==> config.mk <==
export PLATFORM = sky130hd
export DESIGN_NAME = aging_priority_scheduler
export DESIGN_NICKNAME = d
export VERILOG_FILES = /design/src/sv/aps_pkg.sv /design/src/sv/aps_cell.sv /design/src/sv/aps_seq.sv /design/src/sv/aging_priority_scheduler.sv
export SDC_FILE = /design/constraint.sdc
export NUM_CORES = 1
export LEC_CHECK = 0
export BUFFER_PORTS_ARGS = -buffer_cell sky130_fd_sc_hd__buf_4
export CORE_AREA = 3 3 244 246
export DETAILED_ROUTE_END_ITERATION = 8
export DIE_AREA = 0 0 247 249
export SLEW_MARGIN = 40
export SYNTH_ARGS = -nofsm -noshare
export SYNTH_HDL_FRONTEND = slang
export SYNTH_HIERARCHICAL = 1
export SYNTH_SLANG_ARGS = --single-unit
==> constraint.sdc <==
create_clock -name clk -period 5.6 [get_ports clk]
set_input_delay 0.28 -clock clk [delete_from_list [all_inputs] [get_ports clk]]
set_output_delay 0.28 -clock clk [all_outputs]
set_load 0.01 [all_outputs]
==> src/sv/aps_pkg.sv <==
// ----------------------------------------------------------------------------
// aps_pkg
// Shared types and constants for the aging priority scheduler: slot record,
// cell control group, operation codes and state machine encodings.
// ----------------------------------------------------------------------------
package aps_pkg;

    // table geometry
    localparam int TASK_SLOTS = 16;
    localparam int IDX_W      = (TASK_SLOTS > 1) ? $clog2(TASK_SLOTS) : 1;

    // priority limits
    localparam logic signed [7:0] PRIO_HIGHEST = -8'sd20;
    localparam logic signed [7:0] PRIO_LOWEST  = 8'sd20;
    localparam logic signed [8:0] AGED_FLOOR   = -9'sd128;

    // operation codes
    typedef enum logic [2:0] {
        OP_CREATE   = 3'd0,
        OP_READY    = 3'd1,
        OP_REMOVE   = 3'd2,
        OP_SET_PRIO = 3'd3,
        OP_READ     = 3'd4,
        OP_SCHEDULE = 3'd5
    } op_t;

    // one task slot as it travels around the ring
    typedef struct packed {
        logic              ready;
        logic signed [5:0] base;
        logic signed [7:0] aged;
    } slot_t;

    // control shared by every cell
    typedef struct packed {
        logic              shift;
        logic              wr_create;
        logic              wr_ready;
        logic              wr_remove;
        logic              wr_prio;
        logic signed [5:0] prio;
    } cell_ctl_t;

    // schedule outcome handed to the top level
    typedef struct packed {
        logic             done;
        logic             none;
        logic [IDX_W-1:0] best;
    } sched_res_t;

    // scan sequencer states
    typedef enum logic [1:0] {
        SQ_IDLE,
        SQ_SCAN,
        SQ_AGE
    } seq_state_t;

    // top level transaction states
    typedef enum logic [1:0] {
        TP_IDLE,
        TP_BUSY,
        TP_HOLD
    } top_state_t;

endpackage

==> src/sv/aps_cell.sv <==
// ----------------------------------------------------------------------------
// aps_cell
// One task slot of the ring. Holds ready mark, base and aged priority; takes
// its neighbor's slot on a shift, otherwise applies addressed writes.
// ----------------------------------------------------------------------------
module aps_cell
    import aps_pkg::*;
(
    input  logic      clk,
    input  logic      rst_n,
    input  cell_ctl_t ctl,
    input  logic      sel,
    input  slot_t     shift_in,
    output slot_t     slot
);

    slot_t slot_reg;
    slot_t slot_next;

    // shift or addressed update
    always_comb
    begin
        slot_next = slot_reg;
        if (ctl.shift)
        begin
            slot_next = shift_in;
        end
        else if (sel)
        begin
            if (ctl.wr_create)
            begin
                slot_next.ready = 1'b1;
                slot_next.base  = 6'sd0;
                slot_next.aged  = 8'sd0;
            end
            if (ctl.wr_ready)
            begin
                slot_next.ready = 1'b1;
            end
            if (ctl.wr_remove)
            begin
                slot_next.ready = 1'b0;
            end
            if (ctl.wr_prio)
            begin
                slot_next.base = ctl.prio;
                slot_next.aged = {{2{ctl.prio[5]}}, ctl.prio};
            end
        end
    end

    // slot storage
    always_ff @(posedge clk or negedge rst_n)
    begin
        if (!rst_n)
        begin
            slot_reg <= '0;
        end
        else
        begin
            slot_reg <= slot_next;
        end
    end

    assign slot = slot_reg;

endmodule

==> src/sv/aps_seq.sv <==
// ----------------------------------------------------------------------------
// aps_seq
// Schedule sequencer at the head of the ring. A scan rotation finds the ready
// slot with the lowest aged priority; for a user task an aging rotation then
// resets the winner to base and ages each other ready slot passing the head.
// ----------------------------------------------------------------------------
module aps_seq
    import aps_pkg::*;
(
    input  logic       clk,
    input  logic       rst_n,
    input  logic       start,
    input  logic [3:0] aging_step,
    input  slot_t      head,
    output slot_t      feedback,
    output logic       shift,
    output sched_res_t res
);

    localparam logic [IDX_W-1:0] LAST_IDX = IDX_W'(TASK_SLOTS - 1);
    localparam logic [IDX_W-1:0] SYS_MAX  = IDX_W'(1);

    seq_state_t        state_reg, state_next;
    logic [IDX_W-1:0]  cnt_reg, cnt_next;
    logic [IDX_W-1:0]  best_reg, best_next;
    logic signed [7:0] best_aged_reg, best_aged_next;
    logic              found_reg, found_next;
    logic              none_reg, none_next;
    logic              done_reg, done_next;
    logic signed [8:0] diff;
    logic              better;

    // aged priority less the step, with floor
    assign diff   = {head.aged[7], head.aged} - $signed({5'b0, aging_step});
    assign better = head.ready && (!found_reg || (head.aged < best_aged_reg));

    // sequencer next state and head rewrite
    always_comb
    begin
        state_next     = state_reg;
        cnt_next       = cnt_reg;
        best_next      = best_reg;
        best_aged_next = best_aged_reg;
        found_next     = found_reg;
        none_next      = none_reg;
        done_next      = 1'b0;
        shift          = 1'b0;
        feedback       = head;
        unique case (state_reg)
            SQ_IDLE:
            begin
                if (start)
                begin
                    state_next = SQ_SCAN;
                    cnt_next   = '0;
                    found_next = 1'b0;
                    best_next  = '0;
                end
            end
            SQ_SCAN:
            begin
                shift    = 1'b1;
                cnt_next = cnt_reg + 1'b1;
                if (better)
                begin
                    best_next      = cnt_reg;
                    best_aged_next = head.aged;
                    found_next     = 1'b1;
                end
                if (cnt_reg == LAST_IDX)
                begin
                    cnt_next = '0;
                    if (!found_next)
                    begin
                        state_next = SQ_IDLE;
                        none_next  = 1'b1;
                        done_next  = 1'b1;
                    end
                    else if (best_next <= SYS_MAX)
                    begin
                        state_next = SQ_IDLE;
                        none_next  = 1'b0;
                        done_next  = 1'b1;
                    end
                    else
                    begin
                        state_next = SQ_AGE;
                    end
                end
            end
            SQ_AGE:
            begin
                shift    = 1'b1;
                cnt_next = cnt_reg + 1'b1;
                if (cnt_reg == best_reg)
                begin
                    feedback.aged = {{2{head.base[5]}}, head.base};
                end
                else if (head.ready)
                begin
                    feedback.aged = (diff < AGED_FLOOR) ? 8'sh80 : diff[7:0];
                end
                if (cnt_reg == LAST_IDX)
                begin
                    cnt_next   = '0;
                    state_next = SQ_IDLE;
                    none_next  = 1'b0;
                    done_next  = 1'b1;
                end
            end
            default:
            begin
                state_next = SQ_IDLE;
            end
        endcase
    end

    // control registers
    always_ff @(posedge clk or negedge rst_n)
    begin
        if (!rst_n)
        begin
            state_reg <= SQ_IDLE;
            cnt_reg   <= '0;
            found_reg <= 1'b0;
            done_reg  <= 1'b0;
        end
        else
        begin
            state_reg <= state_next;
            cnt_reg   <= cnt_next;
            found_reg <= found_next;
            done_reg  <= done_next;
        end
    end

    // best candidate and outcome
    always_ff @(posedge clk)
    begin
        best_reg      <= best_next;
        best_aged_reg <= best_aged_next;
        none_reg      <= none_next;
    end

    assign res.done = done_reg;
    assign res.none = none_reg;
    assign res.best = best_reg;

endmodule

==> src/sv/aging_priority_scheduler.sv <==
// ----------------------------------------------------------------------------
// aging_priority_scheduler
// Task table with ready marks, base and aged priorities, and a schedule
// operation that picks the most urgent ready slot and ages the others.
// ----------------------------------------------------------------------------
// Create, make ready, remove, set priority and read priority complete in the
// cycle they are accepted, and the next transaction can follow right after
// them unless their result has to wait for the output register. Schedule
// rotates the ring of TASK_SLOTS cells past the head unit: one rotation to
// scan, a second one only when a user task (index above 1) wins, to age the
// others. While a schedule runs, no transaction is accepted. One finished
// result may wait in the output register while the next transaction is
// taken. Configuration writes are accepted in every cycle and take effect
// from the next cycle on, an aging pass in progress included, so they belong
// between transactions.
module aging_priority_scheduler
    import aps_pkg::*;
(
    input  logic              clk,
    input  logic              rst_n,
    input  logic              cfg_valid,
    output logic              cfg_ready,
    input  logic [3:0]        aging_step,
    input  logic              in_valid,
    output logic              in_ready,
    input  logic [2:0]        op,
    input  logic [3:0]        task_index,
    input  logic signed [7:0] priority_value,
    output logic              out_valid,
    input  logic              out_ready,
    output logic [3:0]        selected_task,
    output logic              none_ready,
    output logic signed [5:0] priority_read
);

    top_state_t        state_reg, state_next;
    logic [3:0]        aging_step_reg;
    logic              out_valid_reg;
    logic [3:0]        sel_task_reg;
    logic              none_reg;
    logic signed [5:0] prio_rd_reg;
    logic [3:0]        hold_task_reg, hold_task_next;
    logic              hold_none_reg, hold_none_next;
    logic signed [5:0] hold_prio_reg, hold_prio_next;

    logic              accept;
    logic              out_free;
    logic              slot_ok;
    logic              out_load;
    logic [3:0]        load_task;
    logic              load_none;
    logic signed [5:0] load_prio;
    logic signed [5:0] rd_base;
    logic signed [5:0] clamped;
    logic              seq_start;
    logic              seq_shift;
    cell_ctl_t         ctl;
    sched_res_t        res;
    slot_t             feedback;
    slot_t             slots [TASK_SLOTS];
    logic              sel [TASK_SLOTS];

    assign accept   = in_valid && in_ready;
    assign out_free = !out_valid_reg || out_ready;
    assign slot_ok  = int'(task_index) < TASK_SLOTS;

    // configuration register
    assign cfg_ready = 1'b1;

    always_ff @(posedge clk or negedge rst_n)
    begin
        if (!rst_n)
        begin
            aging_step_reg <= 4'd1;
        end
        else if (cfg_valid)
        begin
            aging_step_reg <= aging_step;
        end
    end

    // priority clamp for set priority
    always_comb
    begin
        if (priority_value < PRIO_HIGHEST)
        begin
            clamped = PRIO_HIGHEST[5:0];
        end
        else if (priority_value > PRIO_LOWEST)
        begin
            clamped = PRIO_LOWEST[5:0];
        end
        else
        begin
            clamped = priority_value[5:0];
        end
    end

    // base priority of the addressed slot
    always_comb
    begin
        rd_base = 6'sd0;
        for (int i = 0; i < TASK_SLOTS; i++)
        begin
            if (int'(task_index) == i)
            begin
                rd_base = slots[i].base;
            end
        end
    end

    // cell control group
    always_comb
    begin
        ctl.shift     = seq_shift;
        ctl.wr_create = 1'b0;
        ctl.wr_ready  = 1'b0;
        ctl.wr_remove = 1'b0;
        ctl.wr_prio   = 1'b0;
        ctl.prio      = clamped;
        if (accept && slot_ok)
        begin
            unique case (op)
                OP_CREATE:   ctl.wr_create = 1'b1;
                OP_READY:    ctl.wr_ready  = 1'b1;
                OP_REMOVE:   ctl.wr_remove = 1'b1;
                OP_SET_PRIO: ctl.wr_prio   = 1'b1;
                default:     ctl.wr_prio   = 1'b0;
            endcase
        end
    end

    // ring of slot cells, head at cell zero
    for (genvar i = 0; i < TASK_SLOTS; i++)
    begin : g_cell
        assign sel[i] = (int'(task_index) == i);
        if (i == TASK_SLOTS - 1)
        begin : g_tail
            aps_cell u_cell (
                .clk      (clk),
                .rst_n    (rst_n),
                .ctl      (ctl),
                .sel      (sel[i]),
                .shift_in (feedback),
                .slot     (slots[i])
            );
        end
        else
        begin : g_body
            aps_cell u_cell (
                .clk      (clk),
                .rst_n    (rst_n),
                .ctl      (ctl),
                .sel      (sel[i]),
                .shift_in (slots[i+1]),
                .slot     (slots[i])
            );
        end
    end

    // schedule sequencer
    aps_seq u_seq (
        .clk        (clk),
        .rst_n      (rst_n),
        .start      (seq_start),
        .aging_step (aging_step_reg),
        .head       (slots[0]),
        .feedback   (feedback),
        .shift      (seq_shift),
        .res        (res)
    );

    // transaction control and result routing
    always_comb
    begin
        state_next     = state_reg;
        in_ready       = 1'b0;
        seq_start      = 1'b0;
        out_load       = 1'b0;
        load_task      = 4'd0;
        load_none      = 1'b0;
        load_prio      = 6'sd0;
        hold_task_next = hold_task_reg;
        hold_none_next = hold_none_reg;
        hold_prio_next = hold_prio_reg;
        unique case (state_reg)
            TP_IDLE:
            begin
                in_ready = 1'b1;
                if ((op == OP_READ) && slot_ok)
                begin
                    load_prio = rd_base;
                end
                if (accept)
                begin
                    if (op == OP_SCHEDULE)
                    begin
                        seq_start  = 1'b1;
                        state_next = TP_BUSY;
                    end
                    else if (out_free)
                    begin
                        out_load = 1'b1;
                    end
                    else
                    begin
                        hold_task_next = load_task;
                        hold_none_next = load_none;
                        hold_prio_next = load_prio;
                        state_next     = TP_HOLD;
                    end
                end
            end
            TP_BUSY:
            begin
                load_task = res.none ? 4'd0 : 4'(res.best);
                load_none = res.none;
                if (res.done)
                begin
                    if (out_free)
                    begin
                        out_load   = 1'b1;
                        state_next = TP_IDLE;
                    end
                    else
                    begin
                        hold_task_next = load_task;
                        hold_none_next = load_none;
                        hold_prio_next = load_prio;
                        state_next     = TP_HOLD;
                    end
                end
            end
            TP_HOLD:
            begin
                load_task = hold_task_reg;
                load_none = hold_none_reg;
                load_prio = hold_prio_reg;
                if (out_free)
                begin
                    out_load   = 1'b1;
                    state_next = TP_IDLE;
                end
            end
            default:
            begin
                state_next = TP_IDLE;
            end
        endcase
    end

    // control registers
    always_ff @(posedge clk or negedge rst_n)
    begin
        if (!rst_n)
        begin
            state_reg     <= TP_IDLE;
            out_valid_reg <= 1'b0;
        end
        else
        begin
            state_reg <= state_next;
            if (out_load)
            begin
                out_valid_reg <= 1'b1;
            end
            else if (out_ready)
            begin
                out_valid_reg <= 1'b0;
            end
        end
    end

    // result payload
    always_ff @(posedge clk)
    begin
        hold_task_reg <= hold_task_next;
        hold_none_reg <= hold_none_next;
        hold_prio_reg <= hold_prio_next;
        if (out_load)
        begin
            sel_task_reg <= load_task;
            none_reg     <= load_none;
            prio_rd_reg  <= load_prio;
        end
    end

    assign out_valid     = out_valid_reg;
    assign selected_task = sel_task_reg;
    assign none_ready    = none_reg;
    assign priority_read = prio_rd_reg;

endmodule

# Word level (Yosys, flattened, before mapping)
# Index checks and enable logic that the tools add are counted.
dict set report word_totals {
  regBits 290
  inputBits 24
  output_inout_bits 14
  word_cells 312
}
dict set report op_classes {
  add_sub_neg 2
  magnitude_cmp 5
  eq_ne 37
  n_mux 131
  reduce_logical 73
}
# cell count
set ops {}
lappend ops {{$mux W15} 33}
lappend ops {{$mux W6} 24}
lappend ops {{$reduce_and A2 Y1} 35}
lappend ops {{$mux W4} 11}
lappend ops {{$reduce_bool A2 Y1} 21}
lappend ops {{$eq A4 B4 Y1 const B} 9}
lappend ops {{$mux W1} 33}
lappend ops {{$mux W8} 4}
lappend ops {{$pmux W4 S2} 4}
lappend ops {{$pmux W6 S2} 2}
lappend ops {{$mux W2} 11}
lappend ops {{$eq A4 B3 Y1 const B} 4}
lappend ops {{$mux W14} 1}
lappend ops {{$ne A2 B2 Y1 const B} 6}
lappend ops {{$pmux W2 S3} 2}
lappend ops {{$pmux W1 S2} 5}
lappend ops {{$lt A9 B8 Y1 const B} 1}
lappend ops {{$sub A8 B5 Y9} 1}
lappend ops {{$eq A4 B2 Y1 const B} 2}
lappend ops {{$gt A8 B6 Y1 const B} 1}
lappend ops {{$lt A8 B6 Y1 const B} 1}
lappend ops {{$lt A8 B8 Y1} 1}
lappend ops {{$reduce_and A4 Y1} 2}
lappend ops {{$eq A3 B2 Y1 const B} 2}
lappend ops {{other kinds (22)} 32}

# Logic depth before layout (Yosys ltp)
# Gate-level depths: netlist (run 1).
dict set report logic_depth {
  ltp_word 22
  depth_mapped 13
  mapped_depth_nobuf 13
}

# Hierarchy
# Netlist (run 1), hierarchy kept.
# mod instances cells_each area_each_um2 seq_area_each_um2
set by_module_without_submodules {}
lappend by_module_without_submodules {aps_cell 16 60 794.5 375.4}
lappend by_module_without_submodules {aging_priority_scheduler 1 341 2746.4 837.1}
lappend by_module_without_submodules {aps_seq 1 189 1707.9 590.6}

# Least setup slack after synthesis (run 1)
# OpenSTA, ideal clock, no wires.
dict set report synth_path {
  path_kind {register to register}
  from {register state_reg[0] (netlist name)}
  to {register g_cell[0].g_body.u_cell.slot_reg (netlist bit g_cell[0].g_body.u_cell/slot[0])}
  setup_ns 0.125
  arrival_time_ns 4.107
  t_required_ns 5.475
  setup_slack_ns 1.368
  stages_incl_launch_ff 9
  n_path_buf 1
  synth_period_minus_slack_ns 4.232
  cell_sequence {dfrtp_1 inv_1 ha_1 nand2_1 nor4_1 o21a_2 nor2_8 buf_12 mux2_4}
}
# item line_no
set synth_rtl {}
lappend synth_rtl {{to (signal assigned)} aps_cell.sv:61} ;# slot_reg <= slot_next;
lappend synth_rtl {{to (decl)} aps_cell.sv:17} ;# slot_t slot_reg;

==> results_tabular.tex, run 1 <==
\begin{tabular}{lr}
\hline
Metric & Value \\
\hline
\multicolumn{2}{l}{\textbf{Status}} \\
\quad Result of the run & finished, final reports clean \\
\multicolumn{2}{l}{\textbf{Placed design}} \\
\quad Place WS & 2.689 ns \\
\quad Placed cells & 2205 \\
\quad Final weighted congestion in routability-driven placement & 0.8427 \\
\quad Detailed placer's ending HPWL & 28390 um \\
\quad Count of input and output buffers & 36 \\
\multicolumn{2}{l}{\textbf{Die}} \\
\quad Overall die height & 249 um \\
\quad Core area & 57590 sq um \\
\quad IO Count & 38 \\
\quad Number of placement rows & 88 \\
\quad Full die area & 61500 sq um \\
\quad Starting density of the core & 29.81\% \\
\quad DIE WIDTH & 247 um \\
\multicolumn{2}{l}{\textbf{Timing}} \\
\quad Tightest slew margin relative to the limit & 39.95\% \\
\quad Sum of negative setup slack & 0 ns \\
\quad Endpoints failing hold & 0 \\
\quad Setup-failing EPs final & 0 \\
\quad Worst Tran Pin Value & 0.9007 ns \\
\quad Max Clock Skew & 0.01856 ns \\
\quad Post-layout worst setup margin & 2.752 ns \\
\quad Final hold slack & 0.02448 ns \\
\quad Achievable clock frequency & 351.1 MHz \\
\quad Total count of max-transition violations in the final report & 0 \\
\quad Final period demand of the worst path & 2.848 ns \\
\quad Final Cycle Share & 50.86\% \\
\quad Unrepaired setup endpoints after global routing & false \\
\multicolumn{2}{l}{\textbf{Logic synthesis}} \\
\quad Number of distinct library cells after synthesis & 87 \\
\quad Mux share of post-synthesis cell area & 18.46\% \\
\quad Post-synthesis async set-or-reset flop share & 87.93\% \\
\quad Post-Syn Area per Cell & 11.52 sq um \\
\quad Primary FF master, synth & sky130\_fd\_sc\_hd\_\_dfrtp\_1 \\
\quad Adder and majority gate portion of the synthesized area & 1.501\% \\
\quad Count of state elements after synthesis & 290 \\
\quad Synthesized instance count & 1490 \\
\quad Synthesized Nets & 1534 \\
\quad Post-synthesis simple-gate area fraction & 12.88\% \\
\quad Area of the mapped netlist & 17170 sq um \\
\quad Post-synth EDFFs & 35 \\
\quad Synth Area in Compound Gates & 17.09\% \\
\quad Combinational family with the most area after synthesis & multiplexers \\
\quad Total number of yosys warnings & 6 \\
\quad Synthesized-area fraction occupied by xor and xnor cells & 0.2551\% \\
\quad Sequential area share after synthesis & 43.30\% \\
\multicolumn{2}{l}{\textbf{Routing}} \\
\quad Drt initial violations & 1003 \\
\quad Detailed-routing wirelength on met1 & 21160 um \\
\quad Wire length on met2 & 18740 um \\
\quad Count of nets left with antenna violations after detail routing & 0 \\
\quad Via Count & 11.76k \\
\quad Final Routed Wirelength & 43110 um \\
\quad Top layer used by detailed routing & met4 \\
\quad Wire per inst & 19.03 um \\
\quad Total DRC errors in the routed layout & 0 \\
\quad Amount of wire on met3 after detailed routing & 2466 um \\
\quad Mean number of vias per cell & 5.191 \\
\quad Pre-Repair DR Iteration Count & 5 \\
\multicolumn{2}{l}{\textbf{Finish}} \\
\quad Area taken by multi-input logic gates & 8702 sq um \\
\quad Layout fillers & 5761 \\
\quad Most frequent cells in the layout & 254 x sky130\_fd\_sc\_hd\_\_dfrtp\_1, 200 x sky130\_fd\_sc\_hd\_\_nand2\_1, 162 x sky130\_fd\_sc\_hd\_\_a22o\_1, 123 x sky130\_fd\_sc\_hd\_\_mux2\_2, 112 x sky130\_fd\_sc\_hd\_\_mux2\_4 \\
\quad Sequential cell area & 7433 sq um \\
\quad Antenna cells & 0 \\
\quad Cell Count, Final, Fillers Out & 2265 \\
\quad Commonest non-fill, non-tap cell in the layout & sky130\_fd\_sc\_hd\_\_dfrtp\_1 \\
\quad Layout cell share with drive strength beyond 1 & 27.60\% \\
\quad Net count reported at finish & 1523 \\
\quad Max FFs per register & 225 \\
\quad Area delta synth->final & 9.832\% \\
\multicolumn{2}{l}{\textbf{GRT}} \\
\quad Largest net degree at the start of global routing & 100 \\
\quad Wire length of the first global-routing pass & 68570 um \\
\quad Global route total overflow & 0 \\
\quad Number of antenna violations at the first check in global routing & 0 \\
\quad Combined global-route utilization of all metal layers & 13.76\% \\
\quad Via count of the first global-routing pass & 11.65k \\
\multicolumn{2}{l}{\textbf{Power and ir drop}} \\
\quad Clock Power Share & 30.1\% \\
\quad Overall power consumption & 7.489 mW \\
\quad Power density over cell area & 397.2 nW/um\^{}2 \\
\quad Comb power frac & 28.8\% \\
\quad Part of the power in registers & 41.1\% \\
\quad Maximum VDD drop & 0.2908 mV \\
\quad Leak & 8.866 nW \\
\quad Switching portion of total power & 32.39\% \\
\quad Switching component of the power & 2.425 mW \\
\quad Internal power consumption & 5.063 mW \\
\multicolumn{2}{l}{\textbf{Worst setup path}} \\
\quad Crit Path Class & reg2reg \\
\quad Crit path required time & 5.99 ns \\
\quad Category of the worst setup path capture point & flip-flop \\
\quad Worst path arrival time & 3.24 ns \\
\quad Worst setup SP type & flip-flop \\
\quad Crit-path max FO & 3 \\
\multicolumn{2}{l}{\textbf{Clocking}} \\
\quad Maximum buffer depth of the clock tree & 3 \\
\quad Number of H-tree branching levels & 2 \\
\quad Clock tree sinks & 290 \\
\quad Skew-Pair Late Insertion Delay & 0.51 ns \\
\quad Clk Tree Root Cell & sky130\_fd\_sc\_hd\_\_clkbuf\_16 \\
\quad Clock tree from TritonCTS & yes \\
\quad Clock buffer count from CTS & 34 \\
\quad Clock transition time at the flip-flop clock pins of the worst setup and hold paths & 0.06 ns \\
\multicolumn{2}{l}{\textbf{Min path}} \\
\quad HP Class & in2reg \\
\multicolumn{2}{l}{\textbf{Job}} \\
\quad Max-Cap Viols & 0 \\
\hline
\end{tabular}
[layer usage]
layer  global-route usage [%]  vias to the layer above
met5                        0                        -
met3                    2.357                       66
met1                    20.84                     5914
met4                    2.986                        0
met2                    20.38                      352
li1                         -                     5426
[final timing paths]
| path | start | to | slack [ns] | depth (start not counted) |
|---|---|---|---|---|
| worst max register to register | aging_step_reg[0] | g_cell[15].g_tail.u_cell/slot[4] | 2.75 | 11 |
| worst min-delay path | aging_step[2] | aging_step_reg[2] | 0.02 | 2 |
| worst min register to register | g_cell[7].g_body.u_cell/slot[14] | g_cell[6].g_body.u_cell/slot[14] | 0.48 | 2 |
| min in group asynchronous | rst_n | u_seq/cnt_reg[0] | 0.32 | 2 |
| max in group asynchronous | rst_n | g_cell[9].g_body.u_cell/slot[6] | 3.79 | 5 |
| worst max-delay path | aging_step_reg[0] | g_cell[15].g_tail.u_cell/slot[4] | 2.75 | 11 |
[cell usage after synthesis (all sizes together) (5+ instances only)]
library cell  count  area (sq um)
nand3b           21         157.7
o22ai            15         93.84
inv              33         123.9
dfrtp           254          6356
a211oi            8         70.06
o21a             34         275.3
mux2            235          3067
o221ai            7         61.31
and3              5         31.28
nor2             74         538.0
o21ai            56         284.0
clkbuf           10         40.04
ha               19         237.7
buf              91         949.7
mux2i             8         80.08
edfxtp           35          1051
nor3              9         45.04
nand2b            8         50.05
nor2b            37         271.5
a21oi            61         305.3
a22oi             6         45.04
nand3            16         80.08
a22o            162          1419
and2              7         45.05
nand2           202         763.2
[cell families after synthesis]
| logic type | after synthesis |
|---|---|
| and+or+nand+nor | 405 |
| buffers and inverters | 134 |
| other | 1 |
| DFF | 290 |
| AOI/OAI and AO/OA | 391 |
| muxes | 244 |
| xor gates and xnor gates | 5 |
| adders and majority gates | 20 |
[per-stage QoR]
| step | util [%] | cell area, sq um |
|---|---|---|
| final | 32.74 | 18850 |
| after global routing | 32.74 | 18850 |
| after CTS | 32.73 | 18850 |
| after detailed placement | 30.73 | 17700 |
| after global placement | 30.59 | 17620 |
| after floorplan | - | 17170 |
[repair_timing]
action	4_1_cts	5_1_grt
resized for setup	0	0
hold endpoints to repair	61	0
buffers inserted	0	0
hold buffers	3	0
[worst max-delay path, cell delays in order (launching register included)]
cell	delay, ns
sky130_fd_sc_hd__dfstp_2	0.53
sky130_fd_sc_hd__ha_1	0.16
sky130_fd_sc_hd__inv_1	0.05
sky130_fd_sc_hd__fa_1	0.42
sky130_fd_sc_hd__nor4b_1	0.33
sky130_fd_sc_hd__o211a_1	0.22
sky130_fd_sc_hd__a311oi_2	0.06
sky130_fd_sc_hd__nor2_1	0.18
sky130_fd_sc_hd__o41ai_1	0.08
sky130_fd_sc_hd__a22o_1	0.20
sky130_fd_sc_hd__a22o_1	0.24
sky130_fd_sc_hd__mux2_2	0.27
[area by class of cell]
type	count	share of cell area [%]
repair buffers	54	2.747
inverters	33	0.6570
well taps	765	5.077
flip-flops and latches	290	39.43
multi-input cells	1066	46.15
clock buffers	49	5.136
clock inverters	8	0.8030
[power by group through the flow]
stage          logic, mW  registers (mW)  clock network [mW]
3_5_place_dp        2.15            3.10                   0
6_report            2.16            3.08                2.26
3_3_place_gp        2.09            3.10                   0
4_1_cts             2.16            3.07                2.32
5_1_grt             2.35            3.13                2.40
2_1_floorplan       1.89            2.94                   0
(Power assumes the default switching activity.)
==> run 2, diff against run 1 <==
clock period = 2.35 ns   (was 5.6 ns; I/O delays follow)
==> run 2 against run 1 <==
Net effect:
- largest cell class unchanged
- the run now ends with negative setup slack left
- hold slack better by 0.031 ns
- fmax increased by 12%
- critical path depth is the same
- register-to-register slack lost 2.9 ns
- global-route usage rose by 0.38 points
- power is 140% higher
- clock power is 110% higher
- final area is 4.3% higher
- final cell count increased by 3.5%
- sequential power grew 130%
- sequential share of layout area is 1.6 points lower
==> results_tabular.tex, run 2 (same netlist as run 1, synthesis figures left out) <==
\begin{tabular}{lr}
\hline
Metric & Value \\
\hline
\multicolumn{2}{l}{\textbf{Status}} \\
\quad Result of the run & complete, but fails checks \\
\quad Failing checks & negative setup slack \\
\multicolumn{2}{l}{\textbf{Finish}} \\
\quad Antenna cells & 0 \\
\quad Net count reported at finish & 1602 \\
\quad Layout cell share with drive strength beyond 1 & 31.98\% \\
\quad Commonest non-fill, non-tap cell in the layout & sky130\_fd\_sc\_hd\_\_dfrtp\_1 \\
\quad Area delta synth->final & 14.53\% \\
\quad Cell Count, Final, Fillers Out & 2344 \\
\quad Utilization of the core after routing & 34.14\% \\
\quad Max FFs per register & 225 \\
\quad Most frequent cells in the layout & 254 x sky130\_fd\_sc\_hd\_\_dfrtp\_1, 199 x sky130\_fd\_sc\_hd\_\_nand2\_1, 162 x sky130\_fd\_sc\_hd\_\_a22o\_1, 122 x sky130\_fd\_sc\_hd\_\_mux2\_2, 113 x sky130\_fd\_sc\_hd\_\_mux2\_4 \\
\multicolumn{2}{l}{\textbf{GRT}} \\
\quad Wire length of the first global-routing pass & 70620 um \\
\quad Via count of the first global-routing pass & 12.20k \\
\quad Largest net degree at the start of global routing & 88 \\
\quad Combined global-route utilization of all metal layers & 14.14\% \\
\quad Number of antenna violations at the first check in global routing & 1 \\
\quad Global route total overflow & 0 \\
\multicolumn{2}{l}{\textbf{Routing}} \\
\quad Total DRC errors in the routed layout & 0 \\
\quad Count of nets left with antenna violations after detail routing & 0 \\
\quad Final Routed Wirelength & 44270 um \\
\quad Via Count & 12.11k \\
\quad Drt initial violations & 1061 \\
\quad Wire per inst & 18.89 um \\
\quad Pre-Repair DR Iteration Count & 5 \\
\quad Mean number of vias per cell & 5.166 \\
\multicolumn{2}{l}{\textbf{Worst setup path}} \\
\quad Crit-path max FO & 4 \\
\quad Category of the worst setup path capture point & flip-flop \\
\quad Crit path required time & 2.80 ns \\
\quad Worst setup SP type & flip-flop \\
\quad Worst path arrival time & 3.00 ns \\
\quad Slowest library cell on the worst path & sky130\_fd\_sc\_hd\_\_dfstp\_2 \\
\quad Series of cell instances along the critical path & ha\_4, inv\_2, fa\_2, nor4b\_2, o211a\_1, a311oi\_2, nor2\_2, or3\_4, o21ai\_1, a22o\_1, mux2\_4 \\
\quad Worst stage delay on the critical path & 0.55 ns \\
\quad Crit Path Class & reg2reg \\
\multicolumn{2}{l}{\textbf{Placed design}} \\
\quad Placed cells & 2273 \\
\quad Count of input and output buffers & 36 \\
\quad Detailed placer's ending HPWL & 29760 um \\
\quad Final weighted congestion in routability-driven placement & 0.8486 \\
\multicolumn{2}{l}{\textbf{Die}} \\
\quad Number of placement rows & 88 \\
\quad Core area & 57590 sq um \\
\quad IO Count & 38 \\
\quad Full die area & 61500 sq um \\
\quad Overall die height & 249 um \\
\quad DIE WIDTH & 247 um \\
\quad Starting density of the core & 29.81\% \\
\multicolumn{2}{l}{\textbf{Clocking}} \\
\quad Number of H-tree branching levels & 1 \\
\quad Clock transition time at the flip-flop clock pins of the worst setup and hold paths & 0.06 ns \\
\quad Skew-Pair Late Insertion Delay & 0.57 ns \\
\quad Clock tree sinks & 290 \\
\quad Maximum buffer depth of the clock tree & 3 \\
\quad Clock tree from TritonCTS & yes \\
\quad Clock buffer count from CTS & 31 \\
\quad Clk Tree Root Cell & sky130\_fd\_sc\_hd\_\_clkbuf\_16 \\
\multicolumn{2}{l}{\textbf{Timing}} \\
\quad Max Clock Skew & 0.009721 ns \\
\quad Sum of negative setup slack & -1.049 ns \\
\quad Final Cycle Share & 108.3\% \\
\quad Final hold slack & 0.05507 ns \\
\quad Achievable clock frequency & 393.0 MHz \\
\quad Unrepaired setup endpoints after global routing & true \\
\quad Worst Tran Pin Value & 0.7432 ns \\
\quad Tightest slew margin relative to the limit & 50.45\% \\
\quad Endpoints failing hold & 0 \\
\quad Total count of max-transition violations in the final report & 0 \\
\quad Post-layout worst setup margin & -0.1946 ns \\
\quad Setup-failing EPs final & 7 \\
\quad Final period demand of the worst path & 2.545 ns \\
\multicolumn{2}{l}{\textbf{Min path}} \\
\quad HP Class & in2reg \\
\multicolumn{2}{l}{\textbf{Power and ir drop}} \\
\quad Maximum VDD drop & 0.5563 mV \\
\quad Leak & 9.288 nW \\
\quad Power density over cell area & 908.5 nW/um\^{}2 \\
\multicolumn{2}{l}{\textbf{Job}} \\
\quad Max-Cap Viols & 0 \\
\hline
\end{tabular}
==> run 2: critical path: cells and delay by family, from the launching register on <==
family	cells	cell delay, ns
flops	1	0.55
mux	1	0.26
compound gates	4	0.57
fa+ha+maj	2	0.48
buf+inv	1	0.04
simple gates	3	0.53
==> run 2: report_power, final <==
part	switching [mW]	internal, mW
clock network	2.00	2.80
logic	3.02	2.83
registers	0.869	6.35
total	5.88	12.0
==> run 2: repair_timing <==
action / 4_1_cts / 5_1_grt
hold buffers: 10 / 0
setup endpoints to repair: 17 / 79
cloned: 0 / 4
pin swaps: 14 / 8
gates resized for setup: 10 / 21
endpoints found under the hold margin: 79 / 0
buffers inserted: 1 / 2
==> run 2: cell type report <==
class	count	area [sq um]
Clock inverter	6	58.81
Fill cell	5718	37930
Timing Repair Buffer	132	1251
Clock buffer	48	929.6
Sequential cell	290	7433
Multi-Input combinational cell	1070	8906
Tap cell	765	957.2
Inverter	33	123.9
==> run 2: per-layer routing <==
layer	wire length [um]	global-route usage, %	vias to the layer above
met5	17	0	-
met4	748	2.566	2
met3	2197	2.379	53
met2	19620	21.31	283
met1	21690	21.32	6161
li1	-	-	5609
==> run 2: per-stage QoR <==
stage	cell area, sq um	setup WS [ns]	power [mW]
after detailed placement	18340	-0.2891	12.92
after floorplan	17220	-0.2002	11.55
after global routing	19660	-0.3083	18.83
final	19660	-0.1946	17.86
after CTS	19490	-0.2511	17.86
after global placement	18300	-0.2305	12.78
==> run 2: final timing paths <==
check,start,endpoint,slack [ns],cells after the start
worst min register to register,g_cell[12].g_body.u_cell/slot[14],g_cell[11].g_body.u_cell/slot[14],0.48,2
max in group asynchronous,rst_n,g_cell[10].g_body.u_cell/slot[4],1.43,3
worst max-delay path,aging_step_reg[0],g_cell[15].g_tail.u_cell/slot[2],-0.19,11
worst min-delay path,in_valid,out_valid,0.06,5
min in group asynchronous,rst_n,g_cell[15].g_tail.u_cell/slot[5],0.19,2
worst max register to register,aging_step_reg[0],g_cell[15].g_tail.u_cell/slot[2],-0.19,11
==> run 3, diff against run 2 <==
SETUP_SLACK_MARGIN = 0.2   (was default)
==> run 3 against run 2 <==
Net effect:
- highest routed layer is now met4
- the run still ends with negative setup slack left
- utilization rose by 3.4 points
- final cell count rose by 3.4%
- first-iteration DRC count fell by 3.1%
- clock power fell by 2%
- critical path depth did not move
- clock skew rose by 0.015 ns
==> results_tabular.tex, run 3 (same netlist as run 1, synthesis figures left out) <==
\begin{tabular}{lr}
\hline
Metric & Value \\
\hline
\multicolumn{2}{l}{\textbf{Status}} \\
\quad Failing checks & negative setup slack \\
\quad Result of the run & complete, but fails checks \\
\multicolumn{2}{l}{\textbf{Placed design}} \\
\quad Placed cells & 2263 \\
\quad Count of input and output buffers & 36 \\
\quad Detailed placer's ending HPWL & 31040 um \\
\quad Final weighted congestion in routability-driven placement & 0.8533 \\
\quad Cell Area, Placed & 18270 sq um \\
\multicolumn{2}{l}{\textbf{Timing}} \\
\quad Unrepaired setup endpoints after global routing & true \\
\quad Setup-failing EPs final & 7 \\
\quad Final period demand of the worst path & 2.591 ns \\
\quad Max Clock Skew & 0.02496 ns \\
\quad Endpoints failing hold & 0 \\
\quad Worst Tran Pin Value & 0.7518 ns \\
\quad Tightest slew margin relative to the limit & 49.69\% \\
\quad Final Cycle Share & 110.3\% \\
\quad Post-layout worst setup margin & -0.2409 ns \\
\quad Total count of max-transition violations in the final report & 0 \\
\quad Achievable clock frequency & 386.0 MHz \\
\multicolumn{2}{l}{\textbf{Die}} \\
\quad Overall die height & 249 um \\
\quad Full die area & 61500 sq um \\
\quad IO Count & 38 \\
\quad DIE WIDTH & 247 um \\
\quad Number of placement rows & 88 \\
\quad Starting density of the core & 29.81\% \\
\quad Core area & 57590 sq um \\
\multicolumn{2}{l}{\textbf{Worst setup path}} \\
\quad Series of cell instances along the critical path & ha\_4, inv\_2, fa\_2, nor4b\_2, o211a\_1, a311oi\_2, nor2\_1, or3\_4, o21ai\_1, a22o\_1, mux2\_4 \\
\quad Worst setup SP type & flip-flop \\
\quad Crit path required time & 2.81 ns \\
\quad Crit-path max FO & 4 \\
\quad Worst stage delay on the critical path & 0.55 ns \\
\quad Category of the worst setup path capture point & flip-flop \\
\quad Worst path arrival time & 3.05 ns \\
\quad Slowest library cell on the worst path & sky130\_fd\_sc\_hd\_\_dfstp\_2 \\
\quad Crit Path Class & reg2reg \\
\multicolumn{2}{l}{\textbf{Clocking}} \\
\quad Skew-Pair Late Insertion Delay & 0.58 ns \\
\quad Clock transition time at the flip-flop clock pins of the worst setup and hold paths & 0.06 ns \\
\quad Clock buffer count from CTS & 31 \\
\quad Number of H-tree branching levels & 1 \\
\quad Clock tree from TritonCTS & yes \\
\quad Maximum buffer depth of the clock tree & 3 \\
\quad Clk Tree Root Cell & sky130\_fd\_sc\_hd\_\_clkbuf\_16 \\
\quad Clock tree sinks & 290 \\
\multicolumn{2}{l}{\textbf{Routing}} \\
\quad Drt initial violations & 1028 \\
\quad Total DRC errors in the routed layout & 0 \\
\quad Wire per inst & 20.69 um \\
\quad Count of nets left with antenna violations after detail routing & 0 \\
\quad Pre-Repair DR Iteration Count & 7 \\
\quad Mean number of vias per cell & 5.295 \\
\quad Via Count & 12.83k \\
\quad Final Routed Wirelength & 50140 um \\
\multicolumn{2}{l}{\textbf{GRT}} \\
\quad Via count of the first global-routing pass & 12.97k \\
\quad Largest net degree at the start of global routing & 98 \\
\quad Wire length of the first global-routing pass & 76960 um \\
\quad Global route total overflow & 0 \\
\quad Combined global-route utilization of all metal layers & 15.50\% \\
\quad Number of antenna violations at the first check in global routing & 1 \\
\multicolumn{2}{l}{\textbf{Finish}} \\
\quad Final instance area & 21630 sq um \\
\quad Area delta synth->final & 25.98\% \\
\quad Net count reported at finish & 1679 \\
\quad Commonest non-fill, non-tap cell in the layout & sky130\_fd\_sc\_hd\_\_dfrtp\_1 \\
\quad Antenna cells & 0 \\
\quad Cell Count, Final, Fillers Out & 2423 \\
\quad Most frequent cells in the layout & 253 x sky130\_fd\_sc\_hd\_\_dfrtp\_1, 212 x sky130\_fd\_sc\_hd\_\_mux2\_4, 199 x sky130\_fd\_sc\_hd\_\_nand2\_1, 162 x sky130\_fd\_sc\_hd\_\_a22o\_1, 109 x sky130\_fd\_sc\_hd\_\_buf\_4 \\
\quad Max FFs per register & 225 \\
\quad Layout cell share with drive strength beyond 1 & 35.46\% \\
\multicolumn{2}{l}{\textbf{Power and ir drop}} \\
\quad Leak & 10.26 nW \\
\quad Maximum VDD drop & 0.5516 mV \\
\quad Power density over cell area & 907.9 nW/um\^{}2 \\
\quad Overall power consumption & 19.64 mW \\
\multicolumn{2}{l}{\textbf{Min path}} \\
\quad HP Class & in2async \\
\multicolumn{2}{l}{\textbf{Job}} \\
\quad Max-Cap Viols & 0 \\
\hline
\end{tabular}
run 3: changes by cell type in the layout (fill, tap and decap cells not counted), sizes merged:
cell | before | now
buf | 122 | 179
clkbuf | 48 | 60
nor2b | 41 | 50
bufbuf | 0 | 1
bufinv | 1 | 0
clkinv | 5 | 4
clkinvlp | 0 | 1
nor2 | 74 | 75
run 3: path summary, 6_finish.rpt:
path,startpoint,to,slack [ns],depth (start not counted)
max,aging_step_reg[0],g_cell[15].g_tail.u_cell/slot[0],-0.24,11
min,rst_n,u_seq/cnt_reg[3],0.11,2
max reg2reg,aging_step_reg[0],g_cell[15].g_tail.u_cell/slot[0],-0.24,11
min reg2reg,g_cell[3].g_body.u_cell/slot[14],g_cell[2].g_body.u_cell/slot[14],0.47,2
max in group asynchronous,rst_n,g_cell[11].g_body.u_cell/slot[13],1.46,3
min in group clk,op[2],out_valid,0.14,5
run 3: per-layer routing:
metal | vias up | global-route usage [%] | routed length (um)
met5 | - | 0 | 0
met2 | 395 | 23.51 | 22450
met3 | 80 | 2.788 | 3110
met1 | 6570 | 23.22 | 23650
met4 | 0 | 2.617 | 921
li1 | 5785 | - | -
run 3: metrics by stage:
step                setup TNS [ns]  utilization (%)  hold slack [ns]  worst slack, ns
global route                -1.861            37.56           0.1281          -0.2983
detailed placement          -2.104            31.72           0.1704          -0.3285
finish                      -1.321            37.56           0.1065          -0.2409
global placement            -1.464            31.65           0.1597          -0.2285
CTS                         -1.340            36.43          0.09834          -0.2350
floorplan                   -31.82                -          -0.1781          -0.1941
run 3: power breakdown:
part           internal (mW)  switching [mW]  total, mW
Combinational           4.06            3.63       7.69
Clock                   2.68            2.00       4.68
Sequential              6.36           0.911       7.27
run 3: area by class of cell:
type	count	area [sq um]
fillers	5474	35960
multi-input cells	1080	9622
flip-flops and latches	290	7435
repair buffers	199	2530
well taps	765	957.2
clock buffers	51	932.1
inverters	33	123.9
clock inverters	5	27.53
run 3: what timing repair did:
action / 4_1_cts / 5_1_grt
hold buffers: 10 / 0
gates cloned: 23 / 13
buffers inserted: 47 / 11
pin swaps: 36 / 37
hold endpoints to repair: 74 / 0
endpoints found under the setup margin: 233 / 243
resized for setup: 125 / 87
run 3: worst max-delay path: cells and delay by family, from the launching register on:
kind	cells	cell delay, ns
compound gates	4	0.56
fa+ha+maj	2	0.49
buf+inv	1	0.04
flops	1	0.55
mux	1	0.28
simple gates	3	0.56
